## src/hdl/pcfk_pkg.sv

```systemverilog
// Shared constants, types and register codes for the phase congruency block.
`default_nettype none

package pcfk_pkg;

    // Sample and lane geometry.
    localparam int SAMPLE_W    = 16;
    localparam int LANES       = 8;
    localparam int MAX_KERNELS = 8;
    localparam int MIN_KERNELS = 2;
    localparam int KCNT_W      = 4;

    // Arithmetic widths.
    localparam int SUM_W      = SAMPLE_W + 3;
    localparam int MAG_W      = SUM_W;
    localparam int SQ_W       = 2 * MAG_W - 1;
    localparam int ARG_W      = SQ_W + 1;
    localparam int FRAC_BITS  = 8;
    localparam int K2_W       = 8;
    localparam int FA_W       = 44;
    localparam int SQRT_IN_W  = 60;
    localparam int SQRT_OUT_W = SQRT_IN_W / 2;
    localparam int SQRT_STEPS = SQRT_OUT_W;
    localparam int REM_W      = SQRT_OUT_W + 2;
    localparam int NA_W       = 30;
    localparam int NUM_W      = 30;
    localparam int SUB_W      = 27;
    localparam int PC_W       = 16;
    localparam int DIV_STEPS  = PC_W;

    // Pipeline stage positions.
    localparam int ST_IN    = 0;
    localparam int ST_SUM   = 1;
    localparam int ST_MAG   = 2;
    localparam int ST_SQ    = 3;
    localparam int ST_ARG   = 4;
    localparam int ST_SQRT0 = 5;
    localparam int ST_ADD1  = ST_SQRT0 + SQRT_STEPS;
    localparam int ST_ADD2  = ST_ADD1 + 1;
    localparam int ST_DIV0  = ST_ADD2 + 1;
    localparam int ST_LAST  = ST_DIV0 + DIV_STEPS;
    localparam int NSTAGES  = ST_LAST + 1;

    // Configuration port.
    localparam int CFG_AW = 3;
    localparam int CFG_DW = 32;

    typedef enum logic {
        REG_ACTIVE = 1'b0,
        REG_NOISE  = 1'b1
    } cfg_reg_t;

    localparam logic [KCNT_W-1:0] ACTIVE_RESET = 4'd8;
    localparam logic [15:0]       NOISE_RESET  = 16'd0;

    // Values that ride along with an item through the pipeline.
    typedef struct packed {
        logic [SUB_W-1:0] sub;
        logic             up;
        logic             down;
    } side_t;

endpackage

`default_nettype wire

```

## src/hdl/pcfk_isqrt.sv

```systemverilog
// Pipelined floor square root, one result bit per stage.
`default_nettype none

module pcfk_isqrt (
    input  wire logic                              clk,
    input  wire logic                              adv,
    input  wire logic [pcfk_pkg::SQRT_IN_W-1:0]   val,
    output logic      [pcfk_pkg::SQRT_OUT_W-1:0]  root
);

    logic [pcfk_pkg::SQRT_IN_W-1:0]  dat_reg  [pcfk_pkg::SQRT_STEPS];
    logic [pcfk_pkg::REM_W-1:0]      rem_reg  [pcfk_pkg::SQRT_STEPS];
    logic [pcfk_pkg::SQRT_OUT_W-1:0] root_reg [pcfk_pkg::SQRT_STEPS];

    for (genvar j = 0; j < pcfk_pkg::SQRT_STEPS; j++) begin : g_step
        logic [pcfk_pkg::SQRT_IN_W-1:0]  d_in;
        logic [pcfk_pkg::REM_W-1:0]      r_in;
        logic [pcfk_pkg::SQRT_OUT_W-1:0] q_in;
        logic [pcfk_pkg::REM_W+1:0]      remw;
        logic [pcfk_pkg::REM_W+1:0]      trial;
        logic                            fit;

        if (j == 0) begin : g_first
            assign d_in = val;
            assign r_in = '0;
            assign q_in = '0;
        end
        else begin : g_next
            assign d_in = dat_reg[j-1];
            assign r_in = rem_reg[j-1];
            assign q_in = root_reg[j-1];
        end

        // Bring down the next two bits and try the digit one.
        assign remw  = {r_in, d_in[pcfk_pkg::SQRT_IN_W-1 -: 2]};
        assign trial = {2'b00, q_in, 2'b01};
        assign fit   = (remw >= trial);

        always_ff @(posedge clk)
        begin
            if (adv)
            begin
                dat_reg[j]  <= {d_in[pcfk_pkg::SQRT_IN_W-3:0], 2'b00};
                rem_reg[j]  <= fit ? pcfk_pkg::REM_W'(remw - trial)
                                   : remw[pcfk_pkg::REM_W-1:0];
                root_reg[j] <= {q_in[pcfk_pkg::SQRT_OUT_W-2:0], fit};
            end
        end
    end

    assign root = root_reg[pcfk_pkg::SQRT_STEPS-1];

endmodule

`default_nettype wire

```

## config.mk

```make
export PLATFORM = sky130hd
export DESIGN_NAME = pcfk_isqrt
export DESIGN_NICKNAME = d
export VERILOG_FILES = /design/src/hdl/pcfk_pkg.sv /design/src/hdl/pcfk_isqrt.sv
export SDC_FILE = /design/constraint.sdc
export NUM_CORES = 2
export LEC_CHECK = 0
export CAP_MARGIN = 10
export CORE_MARGIN = 4
export CORE_UTILIZATION = 49
export DETAILED_ROUTE_END_ITERATION = 8
export DONT_BUFFER_PORTS = 1
export PLACE_DENSITY_LB_ADDON = 0.08
export SYNTH_ARGS = -nofsm -noshare
export SYNTH_HDL_FRONTEND = slang
export SYNTH_SLANG_ARGS = --single-unit
```

## constraint.sdc

```tcl
create_clock -name clk -period 4.8 [get_ports clk]
set_input_delay 0.96 -clock clk [delete_from_list [all_inputs] [get_ports clk]]
set_output_delay 0.96 -clock clk [all_outputs]
set_load 0.01 [all_outputs]
```

---- After elaboration in Yosys (flattened, before gate mapping) ----
Memory sizes are Yosys's and may differ from the RTL's.
Cells that the tools add are included.
Widths: inputs -> output; s select.
storage, ports and cells
  memories ................................ 3
  output and inout port bits .............. 30
  bits in latches ......................... 0
  memory bits (read-only) ................. 0
  register bits after elaboration ......... 0
  memory bits (writable) .................. 3600
memory list
  name      words  width  read ports  clocked after Yosys merged registers in  write ports  RTL line          text
  dat_reg   30     58     29          0                                        30           pcfk_isqrt.sv:11  logic [pcfk_pkg::SQRT_IN_W-1:0] dat_reg [pcfk_pkg::SQRT_STEPS];
  rem_reg   30     32     29          0                                        30           pcfk_isqrt.sv:12  logic [pcfk_pkg::REM_W-1:0] rem_reg [pcfk_pkg::SQRT_STEPS];
  root_reg  30     30     30          0                                        30           pcfk_isqrt.sv:13  logic [pcfk_pkg::SQRT_OUT_W-1:0] root_reg [pcfk_pkg::SQRT_STEPS];
cells by class
  eq/ne operators ......................... 0
  order comparisons ....................... 30
  reduce and logical (&&, ||, !) cells .... 0
  bitwise gates (word level) .............. 0
  shifts and indexed selects .............. 0
  multiply operators ...................... 0
  $add $sub $neg .......................... 30
  div/mod/pow operators ................... 0
  muxes and demuxes ....................... 32
operators by type and width
  cell                 count
  $ge 34x32->1         29
  $mux 32              30
  $sub 32x32->32       29
  $sub 2x1->3 const B  1
  $ge 2x1->1 const B   1
  $mux 1               2

---- Depth between registers and ports, before layout ----
An unclocked memory read counts as a cell.
  depth in word-level cells ............... 3
  depth in mapped cells ................... 14
  gate-level depth less buffers ........... 12

---- Worst setup path before layout ----
OpenSTA, ideal clock, no wires.
  path type ............................... flip-flop to flip-flop
  start point ............................. memory rem_reg[23][0] (netlist name)
  end point ............................... memory rem_reg[24][19] (netlist name) (data pin)
  required time ........................... 4.540 ns
  path slack .............................. 1.432 ns
  arrival time ............................ 3.108 ns
  path buffers ............................ 2
  clock period less this slack ............ 3.368 ns
  cell stages (with the launch flop) ...... 13
  cells stage by stage .................... edfxtp_1 ha_1 nor2b_1 o31ai_1 a21boi_0 or2_1 a311o_1 a32o_1 o21a_1 nor3b_2 buf_4 buf_6 mux2_2
RTL lines
  element      RTL line
  from (decl)  pcfk_isqrt.sv:12

==> run_results.csv <==
group,metric,value,unit
timing,hold_viol_final,0,
cells_and_area,layout.nets,8729,
critical_path,cp_slowest_cell,"nor4_1",
clocking,cts_max_level,4,
synthesis,synth_edf_count,2217,
critical_path,crit_fanout,26,
synthesis,ys.flop_type,"edfxtp_1",
timing,post-route-min-period,4072,ps
critical_path,cp.arrival,4660,ps
grt,first_global_vias,59900,
clocking,root_buffer,"clkbuf_16",
timing,fin_crit_sh,84.82,%
hold_path,hold_class,"primary input to flip-flop",
timing,whs,188.0,ps
critical_path,crit_required,5390,ps
route,first_pass_iters,9,
synthesis,ys_async_sr_fraction,0,%
critical_path,startpoint_type,"flip-flop",
synthesis,yosysSeqAreaShare,64.07,%
synthesis,synth_area,0.1039,sq mm
synthesis,syn_nets,8590,
clocking,cts-resized-gates,0,
grt,antenna_found_initial,3,
timing,drv_slew,0,
critical_path,endpoint_kind,"flip-flop",
floorplanning,die_x,468.5,um
pwr,p_leak,0.04361,uW
clocking,post_cts_buffers,0,
floorplanning,fp-row-count,168,
synthesis,ys_seq_elements,2217,
grt,grt_max_degree,265,
floorplanning,io_pins,92,
timing,clock_skew,46.73,ps
floorplanning,core_area,0.2102,sq mm
place,port_buffers,0,
cells_and_area,drive_gt1_share,7.189,%
cells_and_area,largest_register_ffs,882,
route,drt_iter0_markers,4950,
route,avgRoutedWirePerCell,19.35,um
clocking,cts.sinks,2217,
pwr,peakVddDrop,413.2,uV
clocking,path_clk_slew,60,ps
timing,setup_tns,0,ps
floorplanning,dieArea,0.2195,sq mm
clocking,ctsHoldBuffers,0,
cells_and_area,final_area,0.1153,sq mm
synthesis,ys_types,107,
critical_path,worstSetupPathType,"flip-flop to flip-flop",
route,drcViolationCount,0,
run_status,outcome,"finished clean",
clocking,cts_tree,"done",
clocking,cts_buffers,232,
pwr,power.density,476.2,mW/mm^2
synthesis,syn_avg_cell_area,12.94,sq um
floorplanning,die_h,468.5,um
grt,grt_pass1_wl,338800,um
timing,rsz0062_at_grt,"false",
grt,gr-total-overflow,0,
place,dp_hpwl,155100,um
route,vias,61440,
route,vias_per_cell,5.495,
synthesis,syn-instance-count,8032,
timing,max_slew_margin,7.704,%
place,place.gp.congestion,0.8947,
timing,max_freq,0.2456,GHz
timing,tightest_slew,1384,ps
grt,track_usage,19.53,%
route,totalWireLength,216300,um
clocking,max-clock-path-buffers,3,
cells_and_area,layout-area-overhead-vs-synth,10.95,%
clocking,worstSkewPairLatency,850,ps
cells_and_area,post_layout_nonfiller_instances,11180,
place,placed_cell_area,0.1074,sq mm
critical_path,path_cells,"ha_1 -> nand4_1 -> nor3_1 -> nand4_1 -> nor4_1 -> or3_1 -> nor3_1 -> nor2_4 -> buf_4 -> mux2_2",
critical_path,slowest_delay,650,ps
timing,setup_violations,0,
place,dp.cells,10740,
run,max_cap_viol_count,0,
route,drtAntennaViolNets,0,
floorplanning,start_util,49.43,%
synthesis,yosysWarnings,0,
==> worst max-delay path, delay by kind of cell (launching register included) <==
family / cells / cell delay, ps
fa+ha+maj: 1 / 500
buf+inv: 1 / 280
flops: 1 / 420
mux: 1 / 340
simple gates: 7 / 2320
==> logic make-up (layout without fill, tap and decap cells) <==
| family | after synthesis | after routing | share of synthesized area (%) |
|---|---|---|---|
| other | 1 | 2 | 0.003609 |
| buffers and inverters | 775 | 1117 | 2.895 |
| AND/OR/NAND/NOR | 2131 | 2131 | 10.24 |
| flip-flops | 2217 | 2217 | 64.07 |
| AO/OA/AOI/OAI | 1568 | 1568 | 9.448 |
| adder cells (fa/ha/maj) | 496 | 496 | 5.973 |
| XOR/XNOR | 728 | 728 | 6.136 |
| multiplexers | 116 | 116 | 1.237 |
==> placed cells by master, fill, tap and decap left out, types with 15 or more instances in the layout <==
cell	Yosys	final
a211oi_1	41	40
a21boi_0	31	31
a21o_1	165	165
a21oi_1	496	496
a31oi_1	46	46
and2_1	37	37
and3_1	42	42
buf_4	3	44
bufinv_16	0	28
clkbuf_1	113	29
clkbuf_16	0	233
clkinv_1	1	52
clkinv_2	0	49
clkinvlp_4	0	15
edfxtp_1	2217	2217
ha_1	496	496
inv_1	622	622
mux2_2	98	98
mux2i_1	17	17
nand2_1	531	531
nand2b_1	101	101
nand3_1	136	136
nand3b_1	28	28
nand4_1	79	79
nand4b_1	15	15
nor2_1	534	532
nor2b_1	67	67
nor3_1	194	193
nor3b_1	21	21
nor4_1	120	120
o211ai_1	32	32
o21a_1	88	88
o21ai_0	377	377
o21bai_1	47	47
o31ai_1	64	64
or2_2	34	34
or3_1	87	87
or4_1	39	39
xnor2_1	380	380
xor2_1	348	348
==> cell usage after synthesis, types with 17 or more instances <==
master	n	share of area [%]
a211oi_1	41	0.30
a21boi_0	31	0.22
a21o_1	165	1.2
a21oi_1	496	2.4
a31oi_1	46	0.28
and2_1	37	0.22
and3_1	42	0.25
buf_2	20	0.096
clkbuf_1	113	0.41
edfxtp_1	2217	64
ha_1	496	6.0
inv_1	622	2.2
mux2_2	98	1.1
mux2i_1	17	0.16
nand2_1	531	1.9
nand2b_1	101	0.61
nand3_1	136	0.66
nand3b_1	28	0.20
nand4_1	79	0.48
nor2_1	534	1.9
nor2b_1	67	0.40
nor3_1	194	0.93
nor3b_1	21	0.15
nor4_1	120	0.72
o211ai_1	32	0.23
o21a_1	88	0.64
o21ai_0	377	1.8
o21bai_1	47	0.34
o31ai_1	64	0.46
or2_2	34	0.20
or3_1	87	0.52
or4_1	39	0.28
xnor2_1	380	3.2
xor2_1	348	2.9
==> worst paths after layout <==
check                   from  slack, ps  depth (start not counted)         endpoint
min                  val[20]        190                          0   dat_reg[0][20]
min reg2reg  dat_reg[23][51]        400                          0  dat_reg[24][53]
max reg2reg  rem_reg[26][17]        730                         10   rem_reg[27][4]
max          rem_reg[26][17]        730                         10   rem_reg[27][4]
==> metrics by stage <==
step                      total power, uW  setup WS [ps]  util, %
after CTS                           55530          861.2    54.85
final                               54900          728.5    54.85
after floorplan                     33560           1432        -
after global placement              37070          770.9    51.11
after global routing                57830          471.0    54.85
after detailed placement            37100          732.9    51.11
==> routing by layer <==
metal	GRT usage (%)	part of all wire (%)	vias to the layer above
li1	-	-	30090
met1	27.05	46	29760
met2	32.76	48	1303
met3	2.873	4.1	286
met4	4.511	2.0	0
met5	0	0	-
==> report_power, final <==
part | internal, uW | switching [uW]
clock | 10500 | 7630
combinational | 4450 | 6270
sequential | 24400 | 1670
==> area by class of cell <==
cell class,instances,area (sq um)
Sequential cell,2217,66570
Tap cell,2805,3510
Clock inverter,175,1913
Clock buffer,262,5939
Timing Repair Buffer,55,633.1
Antenna cell,1,2.502
Multi-Input combinational cell,5040,34370
Inverter,625,2346
Fill cell,17400,94910
No activity file was read; power rests on OpenSTA's default activity.
