### config.mk
export PLATFORM = sky130hd
export DESIGN_NAME = pcfk_div
export DESIGN_NICKNAME = d
export VERILOG_FILES = /design/src/hdl/pcfk_pkg.sv /design/src/hdl/pcfk_div.sv
export SDC_FILE = /design/constraint.sdc
export NUM_CORES = 2
export LEC_CHECK = 0
export BUFFER_PORTS_ARGS = -buffer_cell sky130_fd_sc_hd__buf_2
export CAP_MARGIN = 20
export CORE_MARGIN = 5
export CORE_UTILIZATION = 45
export DETAILED_ROUTE_END_ITERATION = 8
export GPL_ROUTABILITY_DRIVEN = 0
export PLACE_DENSITY = 0.69
export SYNTH_ARGS = -nofsm -noshare
export SYNTH_HDL_FRONTEND = slang
export SYNTH_SLANG_ARGS = --single-unit
### constraint.sdc
create_clock -name clk -period 4 [get_ports clk]
set_input_delay 0.6 -clock clk [delete_from_list [all_inputs] [get_ports clk]]
set_output_delay 0.6 -clock clk [all_outputs]
set_load 0.005 [all_outputs]
### src/hdl/pcfk_pkg.sv
// Shared constants, types and register codes for the phase congruency block.
`default_nettype none

package pcfk_pkg;

    // Sample and lane geometry.
    localparam int SAMPLE_W    = 16;
    localparam int LANES       = 8;
    localparam int MAX_KERNELS = 8;
    localparam int MIN_KERNELS = 2;
    localparam int KCNT_W      = 4;

    // Arithmetic widths.
    localparam int SUM_W      = SAMPLE_W + 3;
    localparam int MAG_W      = SUM_W;
    localparam int SQ_W       = 2 * MAG_W - 1;
    localparam int ARG_W      = SQ_W + 1;
    localparam int FRAC_BITS  = 8;
    localparam int K2_W       = 8;
    localparam int FA_W       = 44;
    localparam int SQRT_IN_W  = 60;
    localparam int SQRT_OUT_W = SQRT_IN_W / 2;
    localparam int SQRT_STEPS = SQRT_OUT_W;
    localparam int REM_W      = SQRT_OUT_W + 2;
    localparam int NA_W       = 30;
    localparam int NUM_W      = 30;
    localparam int SUB_W      = 27;
    localparam int PC_W       = 16;
    localparam int DIV_STEPS  = PC_W;

    // Pipeline stage positions.
    localparam int ST_IN    = 0;
    localparam int ST_SUM   = 1;
    localparam int ST_MAG   = 2;
    localparam int ST_SQ    = 3;
    localparam int ST_ARG   = 4;
    localparam int ST_SQRT0 = 5;
    localparam int ST_ADD1  = ST_SQRT0 + SQRT_STEPS;
    localparam int ST_ADD2  = ST_ADD1 + 1;
    localparam int ST_DIV0  = ST_ADD2 + 1;
    localparam int ST_LAST  = ST_DIV0 + DIV_STEPS;
    localparam int NSTAGES  = ST_LAST + 1;

    // Configuration port.
    localparam int CFG_AW = 3;
    localparam int CFG_DW = 32;

    typedef enum logic {
        REG_ACTIVE = 1'b0,
        REG_NOISE  = 1'b1
    } cfg_reg_t;

    localparam logic [KCNT_W-1:0] ACTIVE_RESET = 4'd8;
    localparam logic [15:0]       NOISE_RESET  = 16'd0;

    // Values that ride along with an item through the pipeline.
    typedef struct packed {
        logic [SUB_W-1:0] sub;
        logic             up;
        logic             down;
    } side_t;

endpackage

`default_nettype wire

### src/hdl/pcfk_div.sv
// Pipelined restoring divider for the Q0.16 ratio, one quotient bit per stage.
`default_nettype none

module pcfk_div (
    input  wire logic                         clk,
    input  wire logic                         adv,
    input  wire logic [pcfk_pkg::NUM_W-1:0]   num,
    input  wire logic [pcfk_pkg::NA_W-1:0]    den,
    output logic      [pcfk_pkg::PC_W-1:0]    quo,
    output logic                              zero,
    output logic                              sat
);

    localparam int R_W = pcfk_pkg::NA_W;

    logic [R_W-1:0]              d0_reg;
    logic [R_W-1:0]              r0_reg;
    logic                        z0_reg;
    logic                        s0_reg;

    logic [R_W-1:0]              d_reg [pcfk_pkg::DIV_STEPS];
    logic [R_W-1:0]              r_reg [pcfk_pkg::DIV_STEPS];
    logic [pcfk_pkg::PC_W-1:0]   q_reg [pcfk_pkg::DIV_STEPS];
    logic                        z_reg [pcfk_pkg::DIV_STEPS];
    logic                        s_reg [pcfk_pkg::DIV_STEPS];

    // A numerator at or above the divisor gives a ratio of one or more.
    always_ff @(posedge clk)
    begin
        if (adv)
        begin
            d0_reg <= den;
            r0_reg <= R_W'(num);
            z0_reg <= (den == '0);
            s0_reg <= (R_W'(num) >= den);
        end
    end

    for (genvar j = 0; j < pcfk_pkg::DIV_STEPS; j++) begin : g_step
        logic [R_W-1:0]            d_in;
        logic [R_W-1:0]            r_in;
        logic [pcfk_pkg::PC_W-1:0] q_in;
        logic                      z_in;
        logic                      s_in;
        logic [R_W:0]              r2;
        logic                      fit;

        if (j == 0) begin : g_first
            assign d_in = d0_reg;
            assign r_in = r0_reg;
            assign q_in = '0;
            assign z_in = z0_reg;
            assign s_in = s0_reg;
        end
        else begin : g_next
            assign d_in = d_reg[j-1];
            assign r_in = r_reg[j-1];
            assign q_in = q_reg[j-1];
            assign z_in = z_reg[j-1];
            assign s_in = s_reg[j-1];
        end

        assign r2  = {r_in, 1'b0};
        assign fit = (r2 >= {1'b0, d_in});

        always_ff @(posedge clk)
        begin
            if (adv)
            begin
                d_reg[j] <= d_in;
                r_reg[j] <= fit ? R_W'(r2 - {1'b0, d_in}) : r2[R_W-1:0];
                q_reg[j] <= {q_in[pcfk_pkg::PC_W-2:0], fit};
                z_reg[j] <= z_in;
                s_reg[j] <= s_in;
            end
        end
    end

    assign quo  = q_reg[pcfk_pkg::DIV_STEPS-1];
    assign zero = z_reg[pcfk_pkg::DIV_STEPS-1];
    assign sat  = s_reg[pcfk_pkg::DIV_STEPS-1];

endmodule

`default_nettype wire

======== Word-level counts from Yosys, hierarchy flattened ========
Memory sizes are Yosys's and may differ from the RTL's.
Index checks and enable logic that the tools add are counted.
Widths: inputs -> output; s select.
cells by class
  add/sub/neg operators ................... 16
  multiplexer cells ....................... 18
  order comparisons ....................... 17
  reduce and logical (&&, ||, !) cells .... 1
operators by type and width
  cell              number
  $ge 31x30->1      16
  $mux 30           16
  $sub 30x30->30    16
  $ge 30x30->1      1
  $logic_not 30->1  1
  $mux 1            2
word-level totals
  output and inout bits ................... 18
  memories ................................ 5
  memory bits (writable) .................. 1248
  logic and storage cells ................. 61
  flip-flop bits (word level) ............. 62
memory list
  memory  words  width  read ports  clocked after memory_dff  wr ports  RTL line        text
  d_reg   16     30     15          0                         16        pcfk_div.sv:21  logic [R_W-1:0] d_reg [pcfk_pkg::DIV_STEPS];
  r_reg   16     30     15          0                         16        pcfk_div.sv:22  logic [R_W-1:0] r_reg [pcfk_pkg::DIV_STEPS];
  q_reg   16     16     16          0                         16        pcfk_div.sv:23  logic [pcfk_pkg::PC_W-1:0] q_reg [pcfk_pkg::DIV_STEPS];
  s_reg   16     1      16          0                         16        pcfk_div.sv:25  logic s_reg [pcfk_pkg::DIV_STEPS];
  z_reg   16     1      16          0                         16        pcfk_div.sv:24  logic z_reg [pcfk_pkg::DIV_STEPS];

======== Depth between registers and ports, before layout ========
An unclocked memory read counts as a cell.
  depth after elaboration ................. 3
  mapped depth ............................ 15
  depth with buffers taken out ............ 13

======== Least setup slack after synthesis ========
OpenSTA, ideal clock, no wires.
  path type ............................... flip-flop to flip-flop
  start point ............................. memory r_reg[1][90] (netlist name)
  end point ............................... memory r_reg[1][127] (netlist name), data pin
  slack ................................... 0.466 ns
  path buffers ............................ 2
  clock period less this slack ............ 3.534 ns
  stages on the path, launching flop included .. 15
  data arrival time ....................... 3.274 ns
  cell sequence ........................... edfxtp_1 -> ha_1 -> nor2b_1 -> o31a_1 -> o211ai_2 -> a21oi_2 -> or3_4 -> o21ba_4 -> a2111oi_4 -> o211a_4 -> or2_1 -> buf_6 -> inv_6 -> buf_12 -> mux2_4
RTL lines
  what             RTL line
  start, declared  pcfk_div.sv:22

==> run summary <==
Power spread over the standard cell area amounts to 766 nW/um2. The flow ran to the end, and the final reports show no timing, DRC or antenna violations. The clock tree synthesis step divided the H-tree into 3 levels. In this run the worst path has a maximum fanout of 31. After the first detailed-routing iteration, the DRC count stood at 2269.

STA classifies the critical path startpoint as a register. The clock arrives with 21.5 ps of skew. The run gives 258 MHz as the top achievable clock speed. Walking the worst path, the cells encountered are ha_1 -> nor2b_1 -> o31ai_1 -> a21o_1 -> o2111ai_1 -> a211oi_2 -> o211ai_1 -> nand2_1 -> a21oi_1 -> a2111oi_4 -> buf_12 -> mux2_2. Number of rows created at floorplan: 138.

The routed design has 122 mm of wire. The routed layout has 42037 vias. The placeable core region is 141000 um2, and the static power due to leakage is 0.0295 uW. The number of cells on the worst hold path was 1. Clock latency on the worst-skew pair, taken at its later pin, is 730 ps. The wire length of the first global-routing pass was 200 mm; the number of flops mapped to enable cells by yosys was 1130. The maximum number of pins on one net before global-route repair is 113. The cell with the largest stage delay on the worst path is edfxtp_1. Clock tree synthesis selected as its root buffer the cell clkbuf_16. Each instance of the synthesized netlist takes up on average 11.4 um2. The clock period could shrink to 3880 ps. Number of slew-limit violations in the final report: 0. The worst reg-to-reg path cell count works out to 12.

Once detailed placement completed, the half-perimeter wirelength came to 93.1 mm. Dividing the detail-routed via count by the number of cells gives 5.38. 0 antenna diodes ended up in the layout.

The tools report the number of antenna violations at the first check in global routing as 1. The vertical extent of the die came out at 387 um. The worst setup path is captured at a register. The die is 387 um wide.

The number of endpoints failing setup at the final stage is 0, and the synthesized netlist net count is 6201. During placement, the flow inserted port buffers numbering 79. The net count of the finished layout is 6402.

In the final routed layout, each cell accounts on average for 15.6 um. The total number of cells along the worst setup path works out to 12. Summing every instance area after synthesis gives 64000 um2. Dividing the final minimum period by the clock period gives 96.9%. The leading cell type in the layout, fill and taps excluded is edfxtp_1. The number of hold violations in the final report is 0. The filler cells instantiated in the layout total 12098.

The area added between synthesis and finish was 11.3%. The tools report the post-synthesis cell type count as 87. The min-delay analysis places its worst path in the category in -> reg. Counting flops and latches in the post-synthesis netlist gives 1130. Via count of the first global-routing pass: 42876. The fraction of final layout cells with drive strength greater than 1 was 10.4%.

TritonCTS created 116 clock buffers. In the layout the commonest cells are edfxtp_1, inv_1, ha_1. TritonCTS built the clock tree. The tools report the number of warning messages in the yosys log as 0. Once the clock tree was built, the setup fixing pass inserted 0 buffers. The worst setup slack before clock tree synthesis came out at -31.3 ps.

In the routed design, unresolved DRC markers number 0. The total global routing overflow is 0, and the starting density of the core is 45.3%. For the worst setup path, the data required time is 4460 ps. The logs give 1130 for the clock sink count and 27400 um2 for the multi-input logic area.

The worst relative slew slack is 36.7%. Across the run, the number of max-cap violations was 0. On the critical path the largest part of the delay comes from compound AO/OA/AOI/OAI gates.

For the pin with the worst max-slew slack, the measured transition is 940 ps. No sink is reached through more buffers than the 3 on the longest clock path. Global routing used 15.9% of the available tracks across all layers.

The number of nets still failing antenna checks after routing is 0, and the clock transition at the registers of the reported paths is 60 ps. After layout, the design draws a total of 54600 uW. For this design the top-level I/O count stands at 80. The cell count after synthesis came out at 5615.

The share of synthesized flip-flops with an asynchronous set or reset works out to 0%. The worst path meets setup with 124 ps of slack. Category of the most critical setup path: reg -> reg.

The sequential cell area fraction in the yosys report came out at 53.0%. The most used flip-flop cell after synthesis is edfxtp_1. In the final layout, flip-flops and latches occupy 33900 um2. The largest single stage delay on the critical path is 430 ps. The tools report the data arrival time of the worst path as 4340 ps. For the detailed-router iteration count before antenna repair, the log shows 5. IR analysis of the VDD net gives a maximum drop of 0.485 mV.

Count of buffer and inverter cells on the critical path: 1. The floorplan step defined a die boundary enclosing 150000 um2.
==> cells by family (layout without fill, tap and decap cells) <==
group | Yosys count | count (layout) | share of synthesized area, %
fa+ha+maj | 524 | 524 | 10.4
mux | 211 | 211 | 3.80
compound gates | 1489 | 1489 | 14.7
simple gates | 1149 | 1149 | 8.58
buf+inv | 742 | 1044 | 4.46
xor+xnor | 370 | 370 | 5.06
flops | 1130 | 1130 | 53.0
==> where the power goes <==
group / total [uW] / internal (uW) / switching, uW
clock network: 10200 / 5770 / 4410
logic: 25400 / 11800 / 13600
registers: 19000 / 17500 / 1510
total: 54600 / 35000 / 19600
==> synth_stat cells, types with 36 or more instances <==
master	instances	area, um2
a211oi_1	49	368
a21o_1	253	1900
a21oi_1	439	2200
a31oi_1	55	344
and3_1	36	225
clkbuf_1	90	338
edfxtp_1	1130	33900
ha_1	509	6370
inv_1	621	2330
mux2_2	184	2070
nand2_1	357	1340
nand2b_1	57	357
nand3_1	86	430
nand4_1	74	463
nor2_1	279	1050
nor2b_1	51	319
nor3_1	72	360
o21a_1	69	518
o21ai_0	344	1720
o21bai_1	50	375
xnor2_1	225	1970
xor2_1	145	1270
==> layout make-up <==
| cell class | instances | share of cell area [%] |
|---|---|---|
| flip-flops and latches | 1130 | 47.6 |
| multi-input cells | 3743 | 38.4 |
| inverters | 623 | 3.29 |
| clock inverters | 75 | 0.744 |
| well taps | 1890 | 3.32 |
| clock buffers | 144 | 4.28 |
| repair buffers | 202 | 2.31 |
==> routing by layer <==
layer | track usage (%) | up-vias | share of wire [%]
li1 | - | 21018 | -
met1 | 15.9 | 19597 | 37
met2 | 30.8 | 993 | 53
met3 | 2.36 | 429 | 3.4
met4 | 9.62 | 0 | 6.6
met5 | 0 | - | 0
==> metrics by stage <==
step | utilization, % | std cells | cell area [um2] | setup TNS (ps) | hold slack [ps]
3_5_place_dp | 47.8 | 7580 | 67600 | -59.3 | 405
4_1_cts | 50.4 | 7807 | 71200 | 0 | 0.496
2_1_floorplan | - | 5615 | 64000 | 0 | 400
6_report | 50.4 | 7807 | 71300 | 0 | 75.1
3_3_place_gp | 47.8 | 7580 | 67600 | -150 | 400
5_1_grt | 50.4 | 7807 | 71300 | -22.5 | 23.8
==> repair_timing <==
action                                  4_1_cts  5_1_grt
endpoints found under the hold margin         8        0
hold buffers                                  8        0
gates resized for setup                       1        6
endpoints found under the setup margin        2       50
==> final timing paths <==
| path | from | endpoint | slack, ps |
|---|---|---|---|
| setup / recovery | r_reg[1][60] | r_reg[1][91] | 120 |
| hold / removal | num[20] | g_step[0].r_in[20] | 80 |
| setup reg to reg | r_reg[1][60] | r_reg[1][91] | 120 |
| hold reg to reg | q_reg[1][104] | q_reg[1][121] | 410 |
Power figures use the tool's default switching activity.
