### config.mk
export PLATFORM = sky130hd
export DESIGN_NAME = pcfk_lane
export DESIGN_NICKNAME = d
export VERILOG_FILES = /design/src/hdl/pcfk_pkg.sv /design/src/hdl/pcfk_isqrt.sv /design/src/hdl/pcfk_lane.sv
export SDC_FILE = /design/constraint.sdc
export NUM_CORES = 2
export LEC_CHECK = 0
export CORE_MARGIN = 2
export CORE_UTILIZATION = 45
export CTS_BUF_LIST = sky130_fd_sc_hd__clkbuf_4 sky130_fd_sc_hd__clkbuf_8
export CTS_CLUSTER_DIAMETER = 40
export DETAILED_ROUTE_END_ITERATION = 8
export DONT_BUFFER_PORTS = 1
export PLACE_DENSITY_LB_ADDON = 0.05
export SLEW_MARGIN = 20
export SYNTH_ARGS = -nofsm -noshare
export SYNTH_HDL_FRONTEND = slang
export SYNTH_SLANG_ARGS = --single-unit
### constraint.sdc
create_clock -name clk -period 11.4 [get_ports clk]
set_input_delay 2.28 -clock clk [delete_from_list [all_inputs] [get_ports clk]]
set_output_delay 2.28 -clock clk [all_outputs]
set_load 0.01 [all_outputs]
### src/hdl/pcfk_pkg.sv
// Shared constants, types and register codes for the phase congruency block.
`default_nettype none

package pcfk_pkg;

    // Sample and lane geometry.
    localparam int SAMPLE_W    = 16;
    localparam int LANES       = 8;
    localparam int MAX_KERNELS = 8;
    localparam int MIN_KERNELS = 2;
    localparam int KCNT_W      = 4;

    // Arithmetic widths.
    localparam int SUM_W      = SAMPLE_W + 3;
    localparam int MAG_W      = SUM_W;
    localparam int SQ_W       = 2 * MAG_W - 1;
    localparam int ARG_W      = SQ_W + 1;
    localparam int FRAC_BITS  = 8;
    localparam int K2_W       = 8;
    localparam int FA_W       = 44;
    localparam int SQRT_IN_W  = 60;
    localparam int SQRT_OUT_W = SQRT_IN_W / 2;
    localparam int SQRT_STEPS = SQRT_OUT_W;
    localparam int REM_W      = SQRT_OUT_W + 2;
    localparam int NA_W       = 30;
    localparam int NUM_W      = 30;
    localparam int SUB_W      = 27;
    localparam int PC_W       = 16;
    localparam int DIV_STEPS  = PC_W;

    // Pipeline stage positions.
    localparam int ST_IN    = 0;
    localparam int ST_SUM   = 1;
    localparam int ST_MAG   = 2;
    localparam int ST_SQ    = 3;
    localparam int ST_ARG   = 4;
    localparam int ST_SQRT0 = 5;
    localparam int ST_ADD1  = ST_SQRT0 + SQRT_STEPS;
    localparam int ST_ADD2  = ST_ADD1 + 1;
    localparam int ST_DIV0  = ST_ADD2 + 1;
    localparam int ST_LAST  = ST_DIV0 + DIV_STEPS;
    localparam int NSTAGES  = ST_LAST + 1;

    // Configuration port.
    localparam int CFG_AW = 3;
    localparam int CFG_DW = 32;

    typedef enum logic {
        REG_ACTIVE = 1'b0,
        REG_NOISE  = 1'b1
    } cfg_reg_t;

    localparam logic [KCNT_W-1:0] ACTIVE_RESET = 4'd8;
    localparam logic [15:0]       NOISE_RESET  = 16'd0;

    // Values that ride along with an item through the pipeline.
    typedef struct packed {
        logic [SUB_W-1:0] sub;
        logic             up;
        logic             down;
    } side_t;

endpackage

`default_nettype wire

### src/hdl/pcfk_isqrt.sv
// Pipelined floor square root, one result bit per stage.
`default_nettype none

module pcfk_isqrt (
    input  wire logic                              clk,
    input  wire logic                              adv,
    input  wire logic [pcfk_pkg::SQRT_IN_W-1:0]   val,
    output logic      [pcfk_pkg::SQRT_OUT_W-1:0]  root
);

    logic [pcfk_pkg::SQRT_IN_W-1:0]  dat_reg  [pcfk_pkg::SQRT_STEPS];
    logic [pcfk_pkg::REM_W-1:0]      rem_reg  [pcfk_pkg::SQRT_STEPS];
    logic [pcfk_pkg::SQRT_OUT_W-1:0] root_reg [pcfk_pkg::SQRT_STEPS];

    for (genvar j = 0; j < pcfk_pkg::SQRT_STEPS; j++) begin : g_step
        logic [pcfk_pkg::SQRT_IN_W-1:0]  d_in;
        logic [pcfk_pkg::REM_W-1:0]      r_in;
        logic [pcfk_pkg::SQRT_OUT_W-1:0] q_in;
        logic [pcfk_pkg::REM_W+1:0]      remw;
        logic [pcfk_pkg::REM_W+1:0]      trial;
        logic                            fit;

        if (j == 0) begin : g_first
            assign d_in = val;
            assign r_in = '0;
            assign q_in = '0;
        end
        else begin : g_next
            assign d_in = dat_reg[j-1];
            assign r_in = rem_reg[j-1];
            assign q_in = root_reg[j-1];
        end

        // Bring down the next two bits and try the digit one.
        assign remw  = {r_in, d_in[pcfk_pkg::SQRT_IN_W-1 -: 2]};
        assign trial = {2'b00, q_in, 2'b01};
        assign fit   = (remw >= trial);

        always_ff @(posedge clk)
        begin
            if (adv)
            begin
                dat_reg[j]  <= {d_in[pcfk_pkg::SQRT_IN_W-3:0], 2'b00};
                rem_reg[j]  <= fit ? pcfk_pkg::REM_W'(remw - trial)
                                   : remw[pcfk_pkg::REM_W-1:0];
                root_reg[j] <= {q_in[pcfk_pkg::SQRT_OUT_W-2:0], fit};
            end
        end
    end

    assign root = root_reg[pcfk_pkg::SQRT_STEPS-1];

endmodule

`default_nettype wire

### src/hdl/pcfk_lane.sv
// One kernel lane: scaled response, mean comparison and its energy term.
`default_nettype none

module pcfk_lane (
    input  wire logic                                clk,
    input  wire logic                                adv,
    input  wire logic                                active,
    input  wire logic        [pcfk_pkg::KCNT_W-1:0]  n,
    input  wire logic signed [pcfk_pkg::SAMPLE_W-1:0] x,
    input  wire logic signed [pcfk_pkg::SUM_W-1:0]   s,
    input  wire logic        [pcfk_pkg::SQ_W-1:0]    s2,
    output logic                                     ge,
    output logic             [pcfk_pkg::SQRT_OUT_W-1:0] root
);

    localparam int NX_W = pcfk_pkg::SAMPLE_W + pcfk_pkg::KCNT_W + 1;

    logic signed [NX_W-1:0]              nx;
    logic        [NX_W-1:0]              nx_abs;
    logic        [2*pcfk_pkg::MAG_W-1:0] mag_sq;

    logic [pcfk_pkg::MAG_W-1:0] mag_reg;
    logic                       ge_reg;
    logic                       act2_reg;
    logic [pcfk_pkg::SQ_W-1:0]  nx2_reg;
    logic                       act3_reg;
    logic [pcfk_pkg::ARG_W-1:0] arg_reg;

    assign nx     = $signed({1'b0, n}) * x;
    assign nx_abs = nx[NX_W-1] ? (~nx + NX_W'(1)) : nx;
    assign mag_sq = {{pcfk_pkg::MAG_W{1'b0}}, mag_reg} * {{pcfk_pkg::MAG_W{1'b0}}, mag_reg};

    always_ff @(posedge clk)
    begin
        if (adv)
        begin
            mag_reg  <= nx_abs[pcfk_pkg::MAG_W-1:0];
            ge_reg   <= active && (nx >= NX_W'(s));
            act2_reg <= active;
            nx2_reg  <= mag_sq[pcfk_pkg::SQ_W-1:0];
            act3_reg <= act2_reg;
            // Lanes beyond the active count contribute no energy.
            arg_reg  <= act3_reg ? ({1'b0, s2} + {1'b0, nx2_reg}) : '0;
        end
    end

    assign ge = ge_reg;

    pcfk_isqrt u_sqrt (
        .clk  (clk),
        .adv  (adv),
        .val  ({{(pcfk_pkg::SQRT_IN_W - pcfk_pkg::ARG_W - 2*pcfk_pkg::FRAC_BITS){1'b0}},
                arg_reg, {(2*pcfk_pkg::FRAC_BITS){1'b0}}}),
        .root (root)
    );

endmodule

`default_nettype wire

# ---- Word-level counts from Yosys, hierarchy flattened
# Memory sizes are Yosys's and may differ from the RTL's.
# Index checks and enable logic that the tools add are counted.
dict set report totals {
  register_bits 97
  ram_bits 3600
  in_bits 79
  elab_cells 106
  memories 3
}
# name depth word_bits rd rd_ports_with_merged_regs write_ports line
set mem_list {}
lappend mem_list {u_sqrt.dat_reg 30 58 29 0 30 pcfk_isqrt.sv:11} ;# logic [pcfk_pkg::SQRT_IN_W-1:0] dat_reg [pcfk_pkg::SQRT_STEPS];
lappend mem_list {u_sqrt.rem_reg 30 32 29 0 30 pcfk_isqrt.sv:12} ;# logic [pcfk_pkg::REM_W-1:0] rem_reg [pcfk_pkg::SQRT_STEPS];
lappend mem_list {u_sqrt.root_reg 30 30 30 0 30 pcfk_isqrt.sv:13} ;# logic [pcfk_pkg::SQRT_OUT_W-1:0] root_reg [pcfk_pkg::SQRT_STEPS];
dict set report op_classes {
  n_addsub 31
  multipliers 2
  n_lt_le_gt_ge 30
  n_mux 32
  bitwise 1
  n_reduce_logical 1
}
# operator count
set ops {}
lappend ops {{greater-or-equal comparator 34 x 32 -> 1 bit} 29}
lappend ops {{two-way mux 32 bit} 29}
lappend ops {{subtractor 32 bit} 29}
lappend ops {{adder 37 x 37 -> 38 bit} 1}
lappend ops {{multiplier 19 x 19 -> 37 bit} 1}
lappend ops {{greater-or-equal comparator 21 x 19 -> 1 bit} 1}
lappend ops {{multiplier 5 x 16 -> 21 bit} 1}
lappend ops {{adder 19 x 2 -> 19 bit (second input constant)} 1}
lappend ops {{two-way mux 19 bit} 1}
lappend ops {{NOT 19 bit} 1}
lappend ops {{two-way mux 1 bit} 2}
lappend ops {{logical AND 1 bit} 1}

# ---- Logic depth before layout (Yosys ltp)
dict set report logic_depth {
  depth_word 4
  ltp_mapped 25
  mapped_depth_nobuf 24
}

# ---- Modules after synthesis
# Synthesis repeated with hierarchy kept, for this count alone.
dict set report unflattened {
  hier_cells 9998
  area_unflattened_um2 122067.1
}
# module n_inst cells_each area_per_inst_um2
set by_module_without_submodules {}
lappend by_module_without_submodules {pcfk_isqrt 1 8001 103431.7}
lappend by_module_without_submodules {pcfk_lane 1 1997 18635.4}

# ---- Worst setup path after synthesis
# No wires, ideal clock.
dict set report synth_path {
  kind {input-to-reg}
  startpoint {in n[2] in the netlist's numbering}
  endpoint {reg ge_reg (netlist: ge), data pin}
  t_arrival_ps 7233
  required_time_ps 11145
  slack_ps 3912
  stages 24
  cell_sequence {clkbuf_1 and2_1 ha_1 inv_1 fa_1 fa_1 inv_1 ha_1 nor2b_1 o31a_1 o41ai_2 o221ai_1 nand2b_1 a31o_2 a31oi_1 xor2_1 inv_1 clkbuf_1 ha_1 nand2b_1 o21ai_0 a211oi_1 a21oi_1 nor2b_1}
}
dict set report synth_via {
  elab_chain_len 3
}
# item line
set synth_lines {}
lappend synth_lines {{start, declared} pcfk_lane.sv:8} ;# input wire logic [pcfk_pkg::KCNT_W-1:0] n,
lappend synth_lines {{multiplier 5 x 16 -> 21 bit} pcfk_lane.sv:29} ;# assign nx = $signed({1'b0, n}) * x;
lappend synth_lines {{greater-or-equal comparator 21 x 19 -> 1 bit} pcfk_lane.sv:38} ;# ge_reg <= active && (nx >= NX_W'(s));
lappend synth_lines {{logical AND 1 bit} pcfk_lane.sv:38}
lappend synth_lines {{end signal, assigned} pcfk_lane.sv:38}
lappend synth_lines {{end, declared} pcfk_lane.sv:23} ;# logic ge_reg;
# Every way passes these cells.
# A chain may end at the register's enable or synchronous reset.

# ---- Worst setup path after layout
dict set report layout_path {
  startpoint {reg mag_reg[1] in the netlist's numbering}
  endpoint {reg nx2_reg[35] in the netlist's numbering, data pin}
}
dict set report layout_via {
  elab_chain_len 1
}
# item line
set layout_lines {}
lappend layout_lines {{start, declared} pcfk_lane.sv:22} ;# logic [pcfk_pkg::MAG_W-1:0] mag_reg;
lappend layout_lines {{start signal, assigned} pcfk_lane.sv:37} ;# mag_reg <= nx_abs[pcfk_pkg::MAG_W-1:0];
lappend layout_lines {{multiplier 19 x 19 -> 37 bit} pcfk_lane.sv:31} ;# assign mag_sq = {{pcfk_pkg::MAG_W{1'b0}}, mag_reg} * {{pcfk_pkg::MAG_W{1'b0}}, mag_reg};
lappend layout_lines {{via mag_sq, one bit} pcfk_lane.sv:20} ;# logic [2*pcfk_pkg::MAG_W-1:0] mag_sq;
lappend layout_lines {{end signal, assigned} pcfk_lane.sv:40} ;# nx2_reg <= mag_sq[pcfk_pkg::SQ_W-1:0];
lappend layout_lines {{end, declared} pcfk_lane.sv:25} ;# logic [pcfk_pkg::SQ_W-1:0] nx2_reg;
# The timed path passes the listed nets, and every way through them passes these cells.

==> flow_summary.yaml <==
setup_path:
  worst_ep_required_time_ns: 12.13
  crit_path_max_fanout: 22
  timing.critical_path.arrival_ns: 8.13
  critical_path.endpoint_type: "flop"
  start_kind: "flop"
  timing.setup.critical_path_class: "flop to flop"
sta:
  fin_skew_ns: 0.0776
  setup_viol: 0
  slew_headroom_pct: 29.1
  worst_pin_slew_ns: 1.05
  final_hold_slack_ns: 0.370
  max_freq_mhz: 135
  final-max-slew-violation-count: 0
  rsz0062_at_grt: "no"
  fin_crit_ns: 7.40
  hold_viol_final: 0
  finalWorstSetupSlack_ns: 4.00
  tns_ns: 0
  fin_crit_sh_pct: 64.9
clock_network:
  clkLatencyLatePin_ns: 1.02
  postCtsHoldBufs: 0
  cts-resized-gates: 0
  number_of_setup_buffers_added_after_cts: 0
  clk_path_buf_depth: 4
  cts_sinks: 1709
  cts_buffers: 348
  depth_of_the_cts_h_tree: 5
  path_clk_slew_ns: 0.06
  clockRootBuffer: "clkbuf_8"
  cts_tree: "done"
placement:
  portBuffers: 0
  gpl.final_weighted_congestion: 0.866
  detailedPlacementHpwl_mm: 145
  placement.cell_area_um2: 99000
  dp_slack_ns: 3.15
die:
  initial_core_util_pct: 45.2
  fp.coreArea_um2: 211000
  io-pin-count: 110
  core.rowCount: 169
  chip_height_um: 465
  design.die.area_um2: 216000
  die_w_um: 465
global_route:
  grt_max_degree: 229
  track_usage_pct: 18.4
  antenna_found_initial: 1
  grt_first_pass_wirelength_mm: 321
  gr-total-overflow: 0
  via_count_of_the_first_global_routing_pass: 60500
logic_synthesis:
  yosys_most_used_dff: "edfxtp_1"
  synth_top_cells_by_count: "edfxtp_1 (1,709), inv_1 (954), nand2_1 (632), ha_1 (609), nor2_1 (433)"
  synth_top_cells_by_area: "edfxtp_1 (54%), ha_1 (8.0%), fa_1 (6.1%)"
  yosysWarningCount: 0
  synth_cell_types: 99
  synth_area_per_cell_um2: 11.8
  syn_inst: 8079
  synth-seq-cells: 1709
  synth.top_cell.area_share_pct: 53.7
  seq_total_area_yosys_pct: 53.7
  yosysTopAreaCell: "edfxtp_1"
  combined_area_of_all_synthesized_cells_um2: 95500
  synth.most_common_cell: "edfxtp_1"
  synth_edf_count: 1709
  asyncSetResetFlopFracSynth_pct: 0
routing:
  totalWireLength_mm: 199
  routed-via-count: 59015
  post-route-drc-count: 0
  drt-wirelength-per-cell_um: 17.4
  initialDrtViolationCount: 3143
  route.antenna.remaining_nets: 0
  avgViaCountPerCell: 5.18
  initial_drt_pass_iterations: 6
cells_and_area:
  postLayoutCellArea_um2: 106000
  synthesis_to_finish_area_growth_pct: 11.1
  largest_reg_flops: 779
  design.final.nets: 9296
  fillCellCount: 18822
  layout-drive-gt1-share_pct: 8.25
flow_run:
  maxCapViolCount: 0
worst_hold_path:
  worst_hold_path_type: "flop to flop"
run_status:
  run_status: "finished, final reports clean"
## final timing paths
path / startpoint / to / slack [ns] / depth (start not counted)
setup / recovery: mag_reg[1] / nx2_reg[35] / 4.00 / 20
hold / removal: u_sqrt.dat_reg[2][227] / u_sqrt.dat_reg[3][55] / 0.37 / 0
setup reg to reg: mag_reg[1] / nx2_reg[35] / 4.00 / 20
hold reg to reg: u_sqrt.dat_reg[2][227] / u_sqrt.dat_reg[3][55] / 0.37 / 0
## placed cells by master (no fill, tap or decap), types with 103 or more instances in the layout
cell type	n
edfxtp_1	1709
inv_1	954
nand2_1	632
ha_1	609
nor2_1	432
o21ai_0	398
a21oi_1	386
xor2_1	376
xnor2_1	364
clkbuf_8	356
fa_1	289
a21o_1	210
nor3_1	208
and2_1	174
o21a_1	106
nand2b_1	103
## critical path, cell delays in order (launching register included)
cell       delay (ns)
edfxtp_1         0.98
nand2_1          0.22
inv_1            0.14
fa_1             0.42
fa_1             0.52
inv_1            0.05
fa_1             0.54
inv_1            0.05
fa_1             0.52
fa_1             0.44
fa_1             0.51
ha_1             0.38
a21o_1           0.21
a21o_1           0.19
a2111oi_0        0.43
a21oi_1          0.25
a41oi_1          0.45
o22ai_1          0.17
a311o_1          0.42
a21oi_1          0.12
o21ai_0          0.09
## cell type report
cell class	instances	area (um2)	area share, %
Clock inverter	190	1720	1.62
Tap cell	2821	3530	3.33
Clock buffer	415	5340	5.03
Antenna cell	2	5.00	0.00472
Timing Repair Buffer	38	546	0.514
Sequential cell	1709	51300	48.4
Inverter	958	3600	3.39
Multi-Input combinational cell	5264	40100	37.8
## metrics by stage
stage / utilization, % / std cells
2_1_floorplan: - / 8082
3_3_place_gp: 46.8 / 10784
3_5_place_dp: 46.8 / 10787
4_1_cts: 50.1 / 11392
5_1_grt: 50.2 / 11397
6_report: 50.2 / 11397
## layer usage
metal | vias up | GRT usage, % | wire length, um
li1 | 29159 | - | -
met1 | 28461 | 23.9 | 88100
met2 | 1051 | 31.3 | 97600
met3 | 344 | 3.57 | 8540
met4 | 0 | 5.08 | 4350
met5 | - | 0 | 0
## cells by family (layout without fill, tap and decap cells)
kind of cell | after synthesis | after routing | synth area share [%]
other | 1 | 6 | 0.00393
muxes | 49 | 49 | 0.569
buffers and inverters | 1109 | 1601 | 4.39
and+or+nand+nor | 2133 | 2133 | 11.1
xor gates and xnor gates | 740 | 740 | 6.79
DFF | 1709 | 1709 | 53.7
adders and majority gates | 898 | 898 | 14.0
AOI/OAI and AO/OA | 1440 | 1440 | 9.42
Power is left out: the tool's default activity adds up to more than one toggle a clock period on the data nets, which glitch-free logic cannot reach.
